--- src/rtl/core/ole_pkg.sv ---
`default_nettype none

package ole_pkg;

    localparam int MODE_W   = 3;
    localparam int DATA_W   = 32;
    localparam int POS_W    = 7;
    localparam int STATUS_W = 2;
    localparam int LEN_W    = 7;

    typedef enum logic [MODE_W-1:0] {
        MODE_INS_FRONT = 3'd0,
        MODE_DEL_FRONT = 3'd1,
        MODE_DEL_END   = 3'd2,
        MODE_DEL_POS   = 3'd3,
        MODE_DEL_KEY   = 3'd4
    } t_mode;

    typedef enum logic [STATUS_W-1:0] {
        ST_OK           = 2'd0,
        ST_NOT_POSSIBLE = 2'd1,
        ST_NOT_FOUND    = 2'd2,
        ST_FULL         = 2'd3
    } t_status;

    typedef enum logic [2:0] {
        S_IDLE,
        S_DECODE,
        S_SEARCH,
        S_TAKE,
        S_SHIFT,
        S_RESULT
    } t_state;

    // walk index source
    typedef enum logic [2:0] {
        IDX_HOLD,
        IDX_ZERO,
        IDX_END,
        IDX_POS,
        IDX_INC
    } t_idx_sel;

    typedef struct packed {
        logic     capture;     // latch request fields
        logic     ins_write;   // write value in front of head
        logic     head_inc;
        logic     count_dec;
        t_idx_sel idx_sel;
        logic     rd_ahead;    // read one past the next index
        logic     take;        // removed value <= read data
        logic     shift_write; // move read data down one slot
        logic     set_status;
        t_status  status_code;
        logic     load_out;
    } t_dp_cmd;

    typedef struct packed {
        t_mode mode;
        logic  full;
        logic  empty;
        logic  pos_ok;
        logic  key_hit;
        logic  idx_zero;
        logic  idx_last;
        logic  shift_last;
        logic  out_free;
    } t_dp_stat;

endpackage

`default_nettype wire

--- src/rtl/core/ole_ctrl.sv ---
`default_nettype none

module ole_ctrl
    import ole_pkg::*;
(
    input  wire logic     i_clk,
    input  wire logic     i_rst_n,
    input  wire logic     i_in_valid,
    output logic          o_in_stall,
    input  wire t_dp_stat i_stat,
    output t_dp_cmd       o_cmd
);

    t_state r_state;
    t_state n_state;

    always_ff @(posedge i_clk) begin
        if (!i_rst_n) begin
            r_state <= S_IDLE;
        end else begin
            r_state <= n_state;
        end
    end

    // next state
    always_comb begin
        n_state = r_state;
        case (r_state)
            S_IDLE: begin
                if (i_in_valid) begin
                    n_state = S_DECODE;
                end
            end
            S_DECODE: begin
                case (i_stat.mode)
                    MODE_DEL_FRONT, MODE_DEL_END: begin
                        n_state = i_stat.empty ? S_RESULT : S_TAKE;
                    end
                    MODE_DEL_POS: begin
                        n_state = i_stat.pos_ok ? S_TAKE : S_RESULT;
                    end
                    MODE_DEL_KEY: begin
                        n_state = i_stat.empty ? S_RESULT : S_SEARCH;
                    end
                    default: begin
                        n_state = S_RESULT;
                    end
                endcase
            end
            S_SEARCH: begin
                if (i_stat.key_hit) begin
                    n_state = (i_stat.idx_zero || i_stat.idx_last) ? S_RESULT : S_SHIFT;
                end else if (i_stat.idx_last) begin
                    n_state = S_RESULT;
                end
            end
            S_TAKE: begin
                n_state = (i_stat.idx_zero || i_stat.idx_last) ? S_RESULT : S_SHIFT;
            end
            S_SHIFT: begin
                if (i_stat.shift_last) begin
                    n_state = S_RESULT;
                end
            end
            S_RESULT: begin
                if (i_stat.out_free) begin
                    n_state = S_IDLE;
                end
            end
            default: begin
                n_state = S_IDLE;
            end
        endcase
    end

    // outputs
    always_comb begin
        o_cmd             = '0;
        o_cmd.idx_sel     = IDX_HOLD;
        o_cmd.status_code = ST_NOT_POSSIBLE;
        o_in_stall        = (r_state != S_IDLE);
        case (r_state)
            S_IDLE: begin
                o_cmd.capture = i_in_valid;
            end
            S_DECODE: begin
                o_cmd.set_status = 1'b1;
                case (i_stat.mode)
                    MODE_INS_FRONT: begin
                        if (i_stat.full) begin
                            o_cmd.status_code = ST_FULL;
                        end else begin
                            o_cmd.status_code = ST_OK;
                            o_cmd.ins_write   = 1'b1;
                        end
                    end
                    MODE_DEL_FRONT, MODE_DEL_KEY: begin
                        o_cmd.idx_sel = IDX_ZERO;
                    end
                    MODE_DEL_END: begin
                        o_cmd.idx_sel = IDX_END;
                    end
                    MODE_DEL_POS: begin
                        o_cmd.idx_sel = IDX_POS;
                    end
                    default: begin
                        o_cmd.idx_sel = IDX_HOLD;
                    end
                endcase
            end
            S_SEARCH, S_TAKE: begin
                if (r_state == S_TAKE || i_stat.key_hit) begin
                    o_cmd.take        = 1'b1;
                    o_cmd.set_status  = 1'b1;
                    o_cmd.status_code = ST_OK;
                    if (i_stat.idx_zero) begin
                        o_cmd.head_inc  = 1'b1;
                        o_cmd.count_dec = 1'b1;
                    end else if (i_stat.idx_last) begin
                        o_cmd.count_dec = 1'b1;
                    end else begin
                        o_cmd.rd_ahead = 1'b1;
                    end
                end else if (i_stat.idx_last) begin
                    o_cmd.set_status  = 1'b1;
                    o_cmd.status_code = ST_NOT_FOUND;
                end else begin
                    o_cmd.idx_sel = IDX_INC;
                end
            end
            S_SHIFT: begin
                o_cmd.shift_write = 1'b1;
                if (i_stat.shift_last) begin
                    o_cmd.count_dec = 1'b1;
                end else begin
                    o_cmd.idx_sel  = IDX_INC;
                    o_cmd.rd_ahead = 1'b1;
                end
            end
            S_RESULT: begin
                o_cmd.load_out = i_stat.out_free;
            end
            default: begin
                o_cmd.load_out = 1'b0;
            end
        endcase
    end

endmodule

`default_nettype wire

--- src/rtl/core/ole_dpath.sv ---
`default_nettype none

module ole_dpath
    import ole_pkg::*;
#(
    parameter int CAPACITY = 64
) (
    input  wire logic                     i_clk,
    input  wire logic                     i_rst_n,
    input  wire t_dp_cmd                  i_cmd,
    output t_dp_stat                      o_stat,
    input  wire logic [MODE_W-1:0]        i_mode,
    input  wire logic signed [DATA_W-1:0] i_item_value,
    input  wire logic [POS_W-1:0]         i_position,
    output logic                          o_out_valid,
    input  wire logic                     i_out_stall,
    output logic [STATUS_W-1:0]           o_status,
    output logic signed [DATA_W-1:0]      o_removed_value,
    output logic [LEN_W-1:0]              o_length
);

    localparam int AW = (CAPACITY > 1) ? $clog2(CAPACITY) : 1;
    localparam int CW = $clog2(CAPACITY + 1);
    localparam int SW = CW + 1;
    localparam int PW = (CW > POS_W) ? CW : POS_W;

    function automatic logic [AW-1:0] f_phys(input logic [AW-1:0] head,
                                             input logic [SW-1:0] j);
        logic [SW:0] sum;
        sum = (SW+1)'(head) + (SW+1)'(j);
        if (sum >= (SW+1)'(CAPACITY)) begin
            sum = sum - (SW+1)'(CAPACITY);
        end
        return sum[AW-1:0];
    endfunction

    logic [DATA_W-1:0]          mem [CAPACITY];
    logic [DATA_W-1:0]          r_rdata;
    logic [AW-1:0]              r_head;
    logic [CW-1:0]              r_count;
    logic [CW-1:0]              r_idx;
    logic [CW-1:0]              n_idx;
    t_mode                      r_mode;
    logic [DATA_W-1:0]          r_val;
    logic [POS_W-1:0]           r_pos;
    logic signed [DATA_W-1:0]   r_removed;
    t_status                    r_res_status;
    logic                       r_out_valid;
    logic [STATUS_W-1:0]        r_out_status;
    logic signed [DATA_W-1:0]   r_out_removed;
    logic [LEN_W-1:0]           r_out_length;

    logic [AW-1:0]              w_head_m1;
    logic [AW-1:0]              w_head_p1;
    logic [AW-1:0]              w_rd_addr;
    logic [AW-1:0]              w_wr_addr;
    logic [POS_W-1:0]           w_pos_m1;

    assign w_head_m1 = (r_head == '0) ? AW'(CAPACITY - 1) : r_head - AW'(1);
    assign w_head_p1 = (r_head == AW'(CAPACITY - 1)) ? '0 : r_head + AW'(1);
    assign w_pos_m1  = r_pos - POS_W'(1);

    always_comb begin
        case (i_cmd.idx_sel)
            IDX_ZERO: n_idx = '0;
            IDX_END:  n_idx = r_count - CW'(1);
            IDX_POS:  n_idx = CW'(w_pos_m1);
            IDX_INC:  n_idx = r_idx + CW'(1);
            default:  n_idx = r_idx;
        endcase
    end

    assign w_rd_addr = f_phys(r_head, SW'(n_idx) + SW'(i_cmd.rd_ahead));
    assign w_wr_addr = i_cmd.ins_write ? w_head_m1 : f_phys(r_head, SW'(r_idx));

    // list storage, one write and one registered read per cycle
    always_ff @(posedge i_clk) begin
        if (i_cmd.ins_write) begin
            mem[w_wr_addr] <= r_val;
        end else if (i_cmd.shift_write) begin
            mem[w_wr_addr] <= r_rdata;
        end
        r_rdata <= mem[w_rd_addr];
    end

    always_ff @(posedge i_clk) begin
        if (!i_rst_n) begin
            r_head      <= '0;
            r_count     <= '0;
            r_out_valid <= 1'b0;
        end else begin
            if (i_cmd.ins_write) begin
                r_head  <= w_head_m1;
                r_count <= r_count + CW'(1);
            end else begin
                if (i_cmd.head_inc) begin
                    r_head <= w_head_p1;
                end
                if (i_cmd.count_dec) begin
                    r_count <= r_count - CW'(1);
                end
            end
            if (i_cmd.load_out) begin
                r_out_valid <= 1'b1;
            end else if (!i_out_stall) begin
                r_out_valid <= 1'b0;
            end
        end
    end

    always_ff @(posedge i_clk) begin
        r_idx <= n_idx;
        if (i_cmd.capture) begin
            r_mode    <= t_mode'(i_mode);
            r_val     <= i_item_value;
            r_pos     <= i_position;
            r_removed <= '0;
        end else if (i_cmd.take) begin
            r_removed <= r_rdata;
        end
        if (i_cmd.set_status) begin
            r_res_status <= i_cmd.status_code;
        end
        if (i_cmd.load_out) begin
            r_out_status  <= r_res_status;
            r_out_removed <= r_removed;
            r_out_length  <= LEN_W'(r_count);
        end
    end

    always_comb begin
        o_stat.mode       = r_mode;
        o_stat.full       = (r_count == CW'(CAPACITY));
        o_stat.empty      = (r_count == '0);
        o_stat.pos_ok     = (r_pos != '0) && (PW'(r_pos) <= PW'(r_count));
        o_stat.key_hit    = (r_rdata == r_val);
        o_stat.idx_zero   = (r_idx == '0);
        o_stat.idx_last   = ((SW'(r_idx) + SW'(1)) == SW'(r_count));
        o_stat.shift_last = ((SW'(r_idx) + SW'(2)) == SW'(r_count));
        o_stat.out_free   = !r_out_valid || !i_out_stall;
    end

    assign o_out_valid     = r_out_valid;
    assign o_status        = r_out_status;
    assign o_removed_value = r_out_removed;
    assign o_length        = r_out_length;

endmodule

`default_nettype wire

--- src/rtl/core/ordered_list_engine.sv ---
// Ordered list engine: a list of up to CAPACITY signed 32-bit values, front first.
// Input channel (i_in_valid / o_in_stall): one request item per handshake with
// i_mode (insert front, delete front, delete end, delete position, delete key),
// i_item_value (value or key) and i_position (1-based, delete position only).
// Output channel (o_out_valid / i_out_stall): one result item per request with
// o_status, o_removed_value and o_length (list length after the request).
// Items are handled one at a time. An insert, or a request refused as full or not
// possible, goes straight from decode to the result; delete front and delete end
// take the entry directly. Position and key deletes walk the list one entry a cycle
// through the storage's one read and one write port: a key delete searches to the
// match (a missing key ends the search at the last entry), then, unless the removed
// entry was first or last, the tail slides down one slot.
// The next item is taken in the cycle after the result is loaded, even while that
// result still waits in the output register; a stalled result holds its value
// and a finished item waits in its last state until the output register frees.
// Reset (synchronous, active low) empties the list and drops any pending result;
// storage itself is not cleared since only entries below the length are read.
`default_nettype none

module ordered_list_engine
    import ole_pkg::*;
#(
    parameter int CAPACITY = 64
) (
    input  wire logic                     i_clk,
    input  wire logic                     i_rst_n,
    input  wire logic                     i_in_valid,
    output logic                          o_in_stall,
    input  wire logic [MODE_W-1:0]        i_mode,
    input  wire logic signed [DATA_W-1:0] i_item_value,
    input  wire logic [POS_W-1:0]         i_position,
    output logic                          o_out_valid,
    input  wire logic                     i_out_stall,
    output logic [STATUS_W-1:0]           o_status,
    output logic signed [DATA_W-1:0]      o_removed_value,
    output logic [LEN_W-1:0]              o_length
);

    t_dp_cmd  w_cmd;
    t_dp_stat w_stat;

    // sequencer: decode, search walk, tail slide, result handoff
    ole_ctrl u_ctrl (
        .i_clk      (i_clk),
        .i_rst_n    (i_rst_n),
        .i_in_valid (i_in_valid),
        .o_in_stall (o_in_stall),
        .i_stat     (w_stat),
        .o_cmd      (w_cmd)
    );

    // circular buffer storage, head/length, walk index, output register
    ole_dpath #(
        .CAPACITY (CAPACITY)
    ) u_dpath (
        .i_clk           (i_clk),
        .i_rst_n         (i_rst_n),
        .i_cmd           (w_cmd),
        .o_stat          (w_stat),
        .i_mode          (i_mode),
        .i_item_value    (i_item_value),
        .i_position      (i_position),
        .o_out_valid     (o_out_valid),
        .i_out_stall     (i_out_stall),
        .o_status        (o_status),
        .o_removed_value (o_removed_value),
        .o_length        (o_length)
    );

endmodule

`default_nettype wire
--- config.mk ---
export PLATFORM = sky130hd
export DESIGN_NAME = ordered_list_engine
export DESIGN_NICKNAME = d
export VERILOG_FILES = /design/src/rtl/core/ole_pkg.sv /design/src/rtl/core/ole_ctrl.sv /design/src/rtl/core/ole_dpath.sv /design/src/rtl/core/ordered_list_engine.sv
export SDC_FILE = /design/constraint.sdc
export NUM_CORES = 2
export LEC_CHECK = 0
export ABC_AREA = 0
export BUFFER_PORTS_ARGS = -buffer_cell sky130_fd_sc_hd__buf_2
export CORE_MARGIN = 4
export CORE_UTILIZATION = 41
export DETAILED_ROUTE_END_ITERATION = 12
export GPL_ROUTABILITY_DRIVEN = 1
export PLACE_DENSITY_LB_ADDON = 0.2
export SLEW_MARGIN = 20
export SYNTH_ARGS = -nofsm -noshare
export SYNTH_HDL_FRONTEND = slang
export SYNTH_SLANG_ARGS = --single-unit
--- constraint.sdc ---
create_clock -name i_clk -period 4.7 [get_ports i_clk]
set_clock_uncertainty 0.1 [all_clocks]
set_input_delay 0.235 -clock i_clk [delete_from_list [all_inputs] [get_ports i_clk]]
set_output_delay 0.235 -clock i_clk [all_outputs]
set_load 0.005 [all_outputs]
== After elaboration in Yosys (flattened, before gate mapping) ==
Memory sizes are Yosys's and may differ from the RTL's. A register that Yosys moved wholly into a read port is not among the register bits.
Index checks and enable logic that the tools add are counted.
Word-level totals
  latch bits: 0
  memory bits (read-only): 0
  output and inout bits: 43
  input bits: 46
  word-level logic and storage cells: 130
  RAM bits: 2048
  memories: 1
  register bits after elaboration: 141
Memory list
  u_dpath.mem: depth 64, bits a word 32, rd ports 1, clocked after Yosys merged registers in 1, write ports 1, line ole_dpath.sv:37  | logic [DATA_W-1:0] mem [CAPACITY];
Operators by class
  reductions and logical operators: 19
  muxes and demuxes: 57
  divide/modulo/power cells: 0
  $mul: 0
  equal/unequal tests: 23
  shift-type cells: 0
  order comparisons: 3
  bitwise operators: 1
  add/sub/neg operators: 13
Operator list (count)
  two-way mux 6 bit: 7
  two-way mux 3 bit: 12
  equality test 32 bit: 1
  two-way mux 32 bit: 1
  case mux 7 bit (4 select lines): 1
  two-way mux 1 bit: 22
  equality test 3 x 2 -> 1 bit, second input constant: 6
  case mux 3 bit (3 select lines): 2
  case mux 3 bit (6 select lines): 1
  subtractor 6 x 1 -> 6 bit, second input constant: 3
  equality test 8 x 7 -> 1 bit: 2
  adder 7 x 1 -> 7 bit, second input constant: 2
  logical NOT 7 bit: 2
  two-way mux 7 bit: 2
  subtractor 7 x 1 -> 7 bit, second input constant: 2
  equality test 3 bit, second input constant: 4
  adder 6 x 8 -> 9 bit: 1
  equality test 3 x 1 -> 1 bit, second input constant: 3
  >= comparator 9 x 7 -> 1 bit, second input constant: 1
  adder 6 x 7 -> 8 bit: 1
  adder 7 x 1 -> 8 bit: 1
  adder 7 x 1 -> 8 bit, second input constant: 1
  adder 7 x 2 -> 8 bit, second input constant: 1
  >= comparator 8 x 7 -> 1 bit, second input constant: 1
  23 further kinds: 36

== Depth between registers and ports, before layout ==
  word-level depth: 11
  mapped depth: 21
  mapped depth without buffers: 19

== Modules after synthesis ==
From an unflattened synthesis, not the netlist that was laid out.
Second synthesis, totals
  cell total of the unflattened synthesis: 3767
  area, all modules: 86222.7 um2
Modules (own cells, without submodules)
  ole_dpath: instances 1, seq. area each 65763.1 um2, area an instance 85731.0 um2, cells an instance 3701
  ole_ctrl: instances 1, seq. area each 60.1 um2, area an instance 491.7 um2, cells an instance 66

== Least setup slack after synthesis ==
No wires, ideal clock.
  kind: register to register
  from: register u_dpath.r_idx[1]
  to: register u_dpath.r_rdata[0], read port of u_dpath.mem
  required time: 4.474 ns
  period minus slack after synthesis: 5.172 ns
  arrival: 4.945 ns
  cell stages (with the launch flop): 16
  setup slack: -0.472 ns
  setup time: 0.126 ns
  buffers on the path: 3
  path through: dfxtp_1 -> ha_1 -> nand3_1 -> or3_1 -> a221oi_2 -> and3_1 -> o21ai_1 -> a211o_1 -> fa_1 -> clkbuf_1 -> clkbuf_1 -> buf_1 -> mux4_2 -> mux4_2 -> mux2i_1 -> mux2i_1
Between the ends
  cells in the longest elaborated chain, start to end: 11
  elaborated cells between the ends (all ways): 24
  classes of those cells: add/sub (6); order compare (1); eq/ne (6); mux (10); reduce/logical (1)
RTL lines
  start: declaration: line ole_dpath.sv:41  | logic [CW-1:0] r_idx;
  start signal: assignment: line ole_dpath.sv:112  | r_idx <= n_idx;
  adder 7 x 1 -> 8 bit: line ole_dpath.sv:138  | o_stat.idx_last = ((SW'(r_idx) + SW'(1)) == SW'(r_count));
  equality test 8 x 7 -> 1 bit: line ole_dpath.sv:138
  two-way mux 3 bit: line ole_ctrl.sv:124  | end else if (i_stat.idx_last) begin
  two-way mux 3 bit: line ole_ctrl.sv:112  | if (r_state == S_TAKE || i_stat.key_hit) begin
  case mux 3 bit (3 select lines) *: line ole_ctrl.sv:82  | case (r_state)
  equality test 3 bit (tied with other cells): line ole_dpath.sv:64  | case (i_cmd.idx_sel)
  case mux 7 bit (4 select lines) *: line ole_dpath.sv:64
  via u_dpath.n_idx[0]: line ole_dpath.sv:42  | logic [CW-1:0] n_idx;
  adder 7 x 1 -> 8 bit *: line ole_dpath.sv:73  | assign w_rd_addr = f_phys(r_head, SW'(n_idx) + SW'(i_cmd.rd_ahead));
  adder 6 x 8 -> 9 bit *: line ole_dpath.sv:30  | sum = (SW+1)'(head) + (SW+1)'(j);
  >= comparator 9 x 7 -> 1 bit or subtractor 6 x 1 -> 6 bit (tied branches): line ole_dpath.sv:31, ole_dpath.sv:32
  two-way mux 6 bit *: line ole_dpath.sv:31  | if (sum >= (SW+1)'(CAPACITY)) begin
  end: declaration: line ole_dpath.sv:38  | logic [DATA_W-1:0] r_rdata;
Mark *: on every way through the listed nets, which the timed path passes. The rest lies on a longest branch.
A chain may end at the register's enable or synchronous reset.

== Worst setup path after layout ==
  from: register u_dpath.r_val[16]
  to: register u_dpath.r_rdata[21], read port of u_dpath.mem
Between the ends
  cells in the longest elaborated chain, start to end: 10
  elaborated cells between the ends (all ways): 16
  classes of those cells: add/sub (3); order compare (1); eq/ne (5); mux (6); reduce/logical (1)
RTL lines
  start: declaration: line ole_dpath.sv:44  | logic [DATA_W-1:0] r_val;
  start signal: assignment: line ole_dpath.sv:115  | r_val <= i_item_value;
  equality test 32 bit *: line ole_dpath.sv:136  | o_stat.key_hit = (r_rdata == r_val);
  logical OR 1 bit *: line ole_ctrl.sv:112
  two-way mux 3 bit *: line ole_ctrl.sv:112
  case mux 3 bit (3 select lines) *: line ole_ctrl.sv:82
  equality test 3 bit (tied with other cells): line ole_dpath.sv:64
  case mux 7 bit (4 select lines) *: line ole_dpath.sv:64
  via u_dpath.n_idx[0]: line ole_dpath.sv:42
  adder 7 x 1 -> 8 bit *: line ole_dpath.sv:73
  adder 6 x 8 -> 9 bit *: line ole_dpath.sv:30
  >= comparator 9 x 7 -> 1 bit or subtractor 6 x 1 -> 6 bit (tied branches): line ole_dpath.sv:31, ole_dpath.sv:32
  two-way mux 6 bit *: line ole_dpath.sv:31
Marks and branches as above.

==> results_dict.tcl <==
set metrics [dict create \
    clk_latency_ps 870 \
    endpoint_kind "register" \
    antenna_found_initial 7 \
    initial_core_util_pct 41.3 \
    drt-initial-drc-count 4722 \
    criticalPathCategory "register to register" \
    fp-row-count 167 \
    critical-path-top-delay-family "multiplexers" \
    grt_max_degree 65 \
    critPathLaunchType "register" \
    synth-edff-count 2134 \
    yosysMostFrequentCell "edfxtp_1" \
    fin_ws_ps -757 \
    stdcell_count 7424 \
    ant_nets 0 \
    tritoncts "done" \
    grt_util_all_layers_pct 21.1 \
    synthTopCellsByArea "edfxtp_1 75%, mux4_2 17%, dfxtp_1 2.0%" \
    cpPeakStageDelay_ps 660 \
    cts_sinks 2221 \
    grt_pass1_vias 43100 \
    postPlaceCellArea_mm2 0.0942 \
    yosys_warnings 0 \
    place_congestion 0.844 \
    violations "negative setup slack" \
    numCtsBuffers 224 \
    vdd_ir_drop_max_v 0.000473 \
    htree_num_levels 4 \
    core_mm2 0.208 \
    clock-root-buffer "clkbuf_16" \
    die_h_um 465 \
    cts_buffer_depth 3 \
    dp_slack_ps -1600 \
    grt_pass1_wl_mm 327 \
    worstPathCellList "xnor2_4, nand4_1, nor4_4, buf_4, a211o_1, o21ai_2, a211o_1, fa_4, inv_2, fa_4, buf_12, buf_12, buf_12, clkbuf_16, mux4_2, mux4_2, mux2i_1, mux2i_1" \
    syn_avg_cell_area_um2 22.7 \
    portBuffers 88 \
    rsz0062_at_grt "yes" \
    multi_input_area_mm2 0.0202 \
    dp_cells 6891 \
    wl_per_cell_um 30.9 \
    hold_viol 0 \
    cp.required_ps 5340 \
    final_area_mm2 0.104 \
    die_area_mm2 0.217 \
    worst_hold_slack_ps 65.0 \
    period_minus_slack_ps 5460 \
    dieWidth_um 465 \
    cp_slowest_cell "fa_4" \
    synth.top_cell.area_share_pct 74.7 \
    dr.pass1.iters 5 \
    async_flop_share_pct 0 \
    fin_crit_sh_pct 116 \
    path_clk_slew_ps 60 \
    fillers 16600 \
    boundaryPins 89 \
    maxCapViolCount 0 \
    max_freq_mhz 183 \
    pwr_density_cell_mw_per_mm2 731 \
    crit_top_cell "buf_12" \
    drive_above_1_share_pct 35.7 \
    max_slew_margin_pct 24.2 \
    syn_to_final_growth_pct 20.8 \
    status "finished with violations" \
    nets 4521 \
    ys_ff_latch 2221 \
    synth.distinct_cells 64 \
    syn_area_mm2 0.0858 \
    vias 42400 \
    hold_class "input port to register" \
    path_max_fanout 7 \
    setup_viol 32 \
    grt_overflow 0 \
    yosysTopAreaCell "edfxtp_1" \
    cp.arrival_ps 6100 \
    syn-num-nets 3860 \
    synth_flop_cell "edfxtp_1" \
    vias_per_cell 5.71 \
    path_buf_inv 6 \
    drv_slew 0 \
    synth-seq-area-share_pct 76.7 \
    seq_area_mm2 0.0658 \
    max_slew.worst_pin.slew_ps 1140 \
    drc 0 \
    netlist_instances 3786 \
    synthTopCellsByCount "2134 x edfxtp_1, 640 x mux4_2, 140 x nand2_1" \
    p_leak_nw 33.3 \
    routed_wl_mm 230 \
    hpwl_mm 130 \
]
==> cell type report <==
| type | count | area share [%] |
|---|---|---|
| well taps | 2788 | 3.37 |
| clock inverters | 135 | 1.43 |
| flip-flops and latches | 2221 | 63.5 |
| multi-input cells | 1358 | 19.5 |
| inverters | 20 | 0.0724 |
| repair buffers | 622 | 6.44 |
| clock buffers | 278 | 5.66 |
| diodes | 2 | 0.00483 |
==> routing by layer <==
metal / up-vias / wire [µm] / GRT usage [%]
met4: 2 / 4650 / 4.71
met1: 23300 / 101000 / 31.1
li1: 17300 / - / -
met2: 1448 / 110000 / 33.6
met3: 286 / 13500 / 3.05
met5: - / 11 / 0
==> what timing repair did <==
action	4_1_cts	5_1_grt
endpoints found under the hold margin	104	0
hold buffers	76	0
gates cloned	9	10
endpoints found under the setup margin	32	32
setup buffers	20	9
pin swaps	6	6
gates resized for setup	62	26
==> logic make-up after synthesis <==
kind of cell	share of synthesized area, %
compound gates	1.01
buf+inv	0.958
simple gates	1.84
mux	18.3
fa+ha+maj	0.435
xor+xnor	0.755
flops	76.7
==> placed cells by master, fill, tap and decap left out, types with 49 or more instances in the layout <==
cell type and instances:
buf_2 88, clkbuf_1 49, edfxtp_1 2134, xnor2_1 52
buf_4 304, mux2i_1 106, dfxtp_1 85, clkbuf_16 235
clkinv_1 50, buf_12 117, nor2_1 68, mux4_2 640
nor2_4 66, nand2_1 107, dlygate4sd3_1 76
==> registers in the layout (all words and copies together) (netlist names), named ones only <==
signal	flops
u_dpath.r_res_status	2
u_dpath.r_pos	7
u_dpath.o_length	7
u_dpath.r_rdata	32
u_dpath.r_idx	6
u_dpath.r_count	7
u_dpath.o_removed_value	32
u_dpath.r_val	32
u_dpath.r_mode	3
u_dpath.r_head	6
u_dpath.r_removed	32
u_dpath.o_out_valid	1
u_ctrl.r_state	3
u_dpath.mem	2048
u_dpath.o_status	2
==> per-stage QoR <==
stage	total power, mW	utilization (%)	TNS (ps)
global route	79.0	49.9	-26120
global placement	55.8	45.3	-44620
CTS	75.7	49.7	-25830
floorplan	43.9	-	0
detailed placement	56.0	45.4	-43600
finish	75.8	49.9	-21910
==> power by group <==
group | leakage (nW) | switching (mW) | internal [mW] | total [mW]
logic | 9.80 | 16.1 | 17.6 | 33.7
registers | 19.9 | 0.458 | 24.0 | 24.4
clock network | 3.53 | 7.67 | 9.96 | 17.6
total | 33.3 | 24.3 | 51.5 | 75.8
==> path summary, 6_finish.rpt <==
check	start	end	slack (ps)	cells past startpoint
worst max-delay path	u_dpath.r_val[16]	u_dpath.r_rdata[21]	-760	18
worst max register to register	u_dpath.r_val[16]	u_dpath.r_rdata[21]	-760	18
worst min-delay path	i_item_value[4]	u_dpath.r_val[4]	70	2
worst min register to register	u_dpath.r_removed[4]	u_dpath.o_removed_value[4]	320	0
No activity file was read; power rests on OpenSTA's default activity.
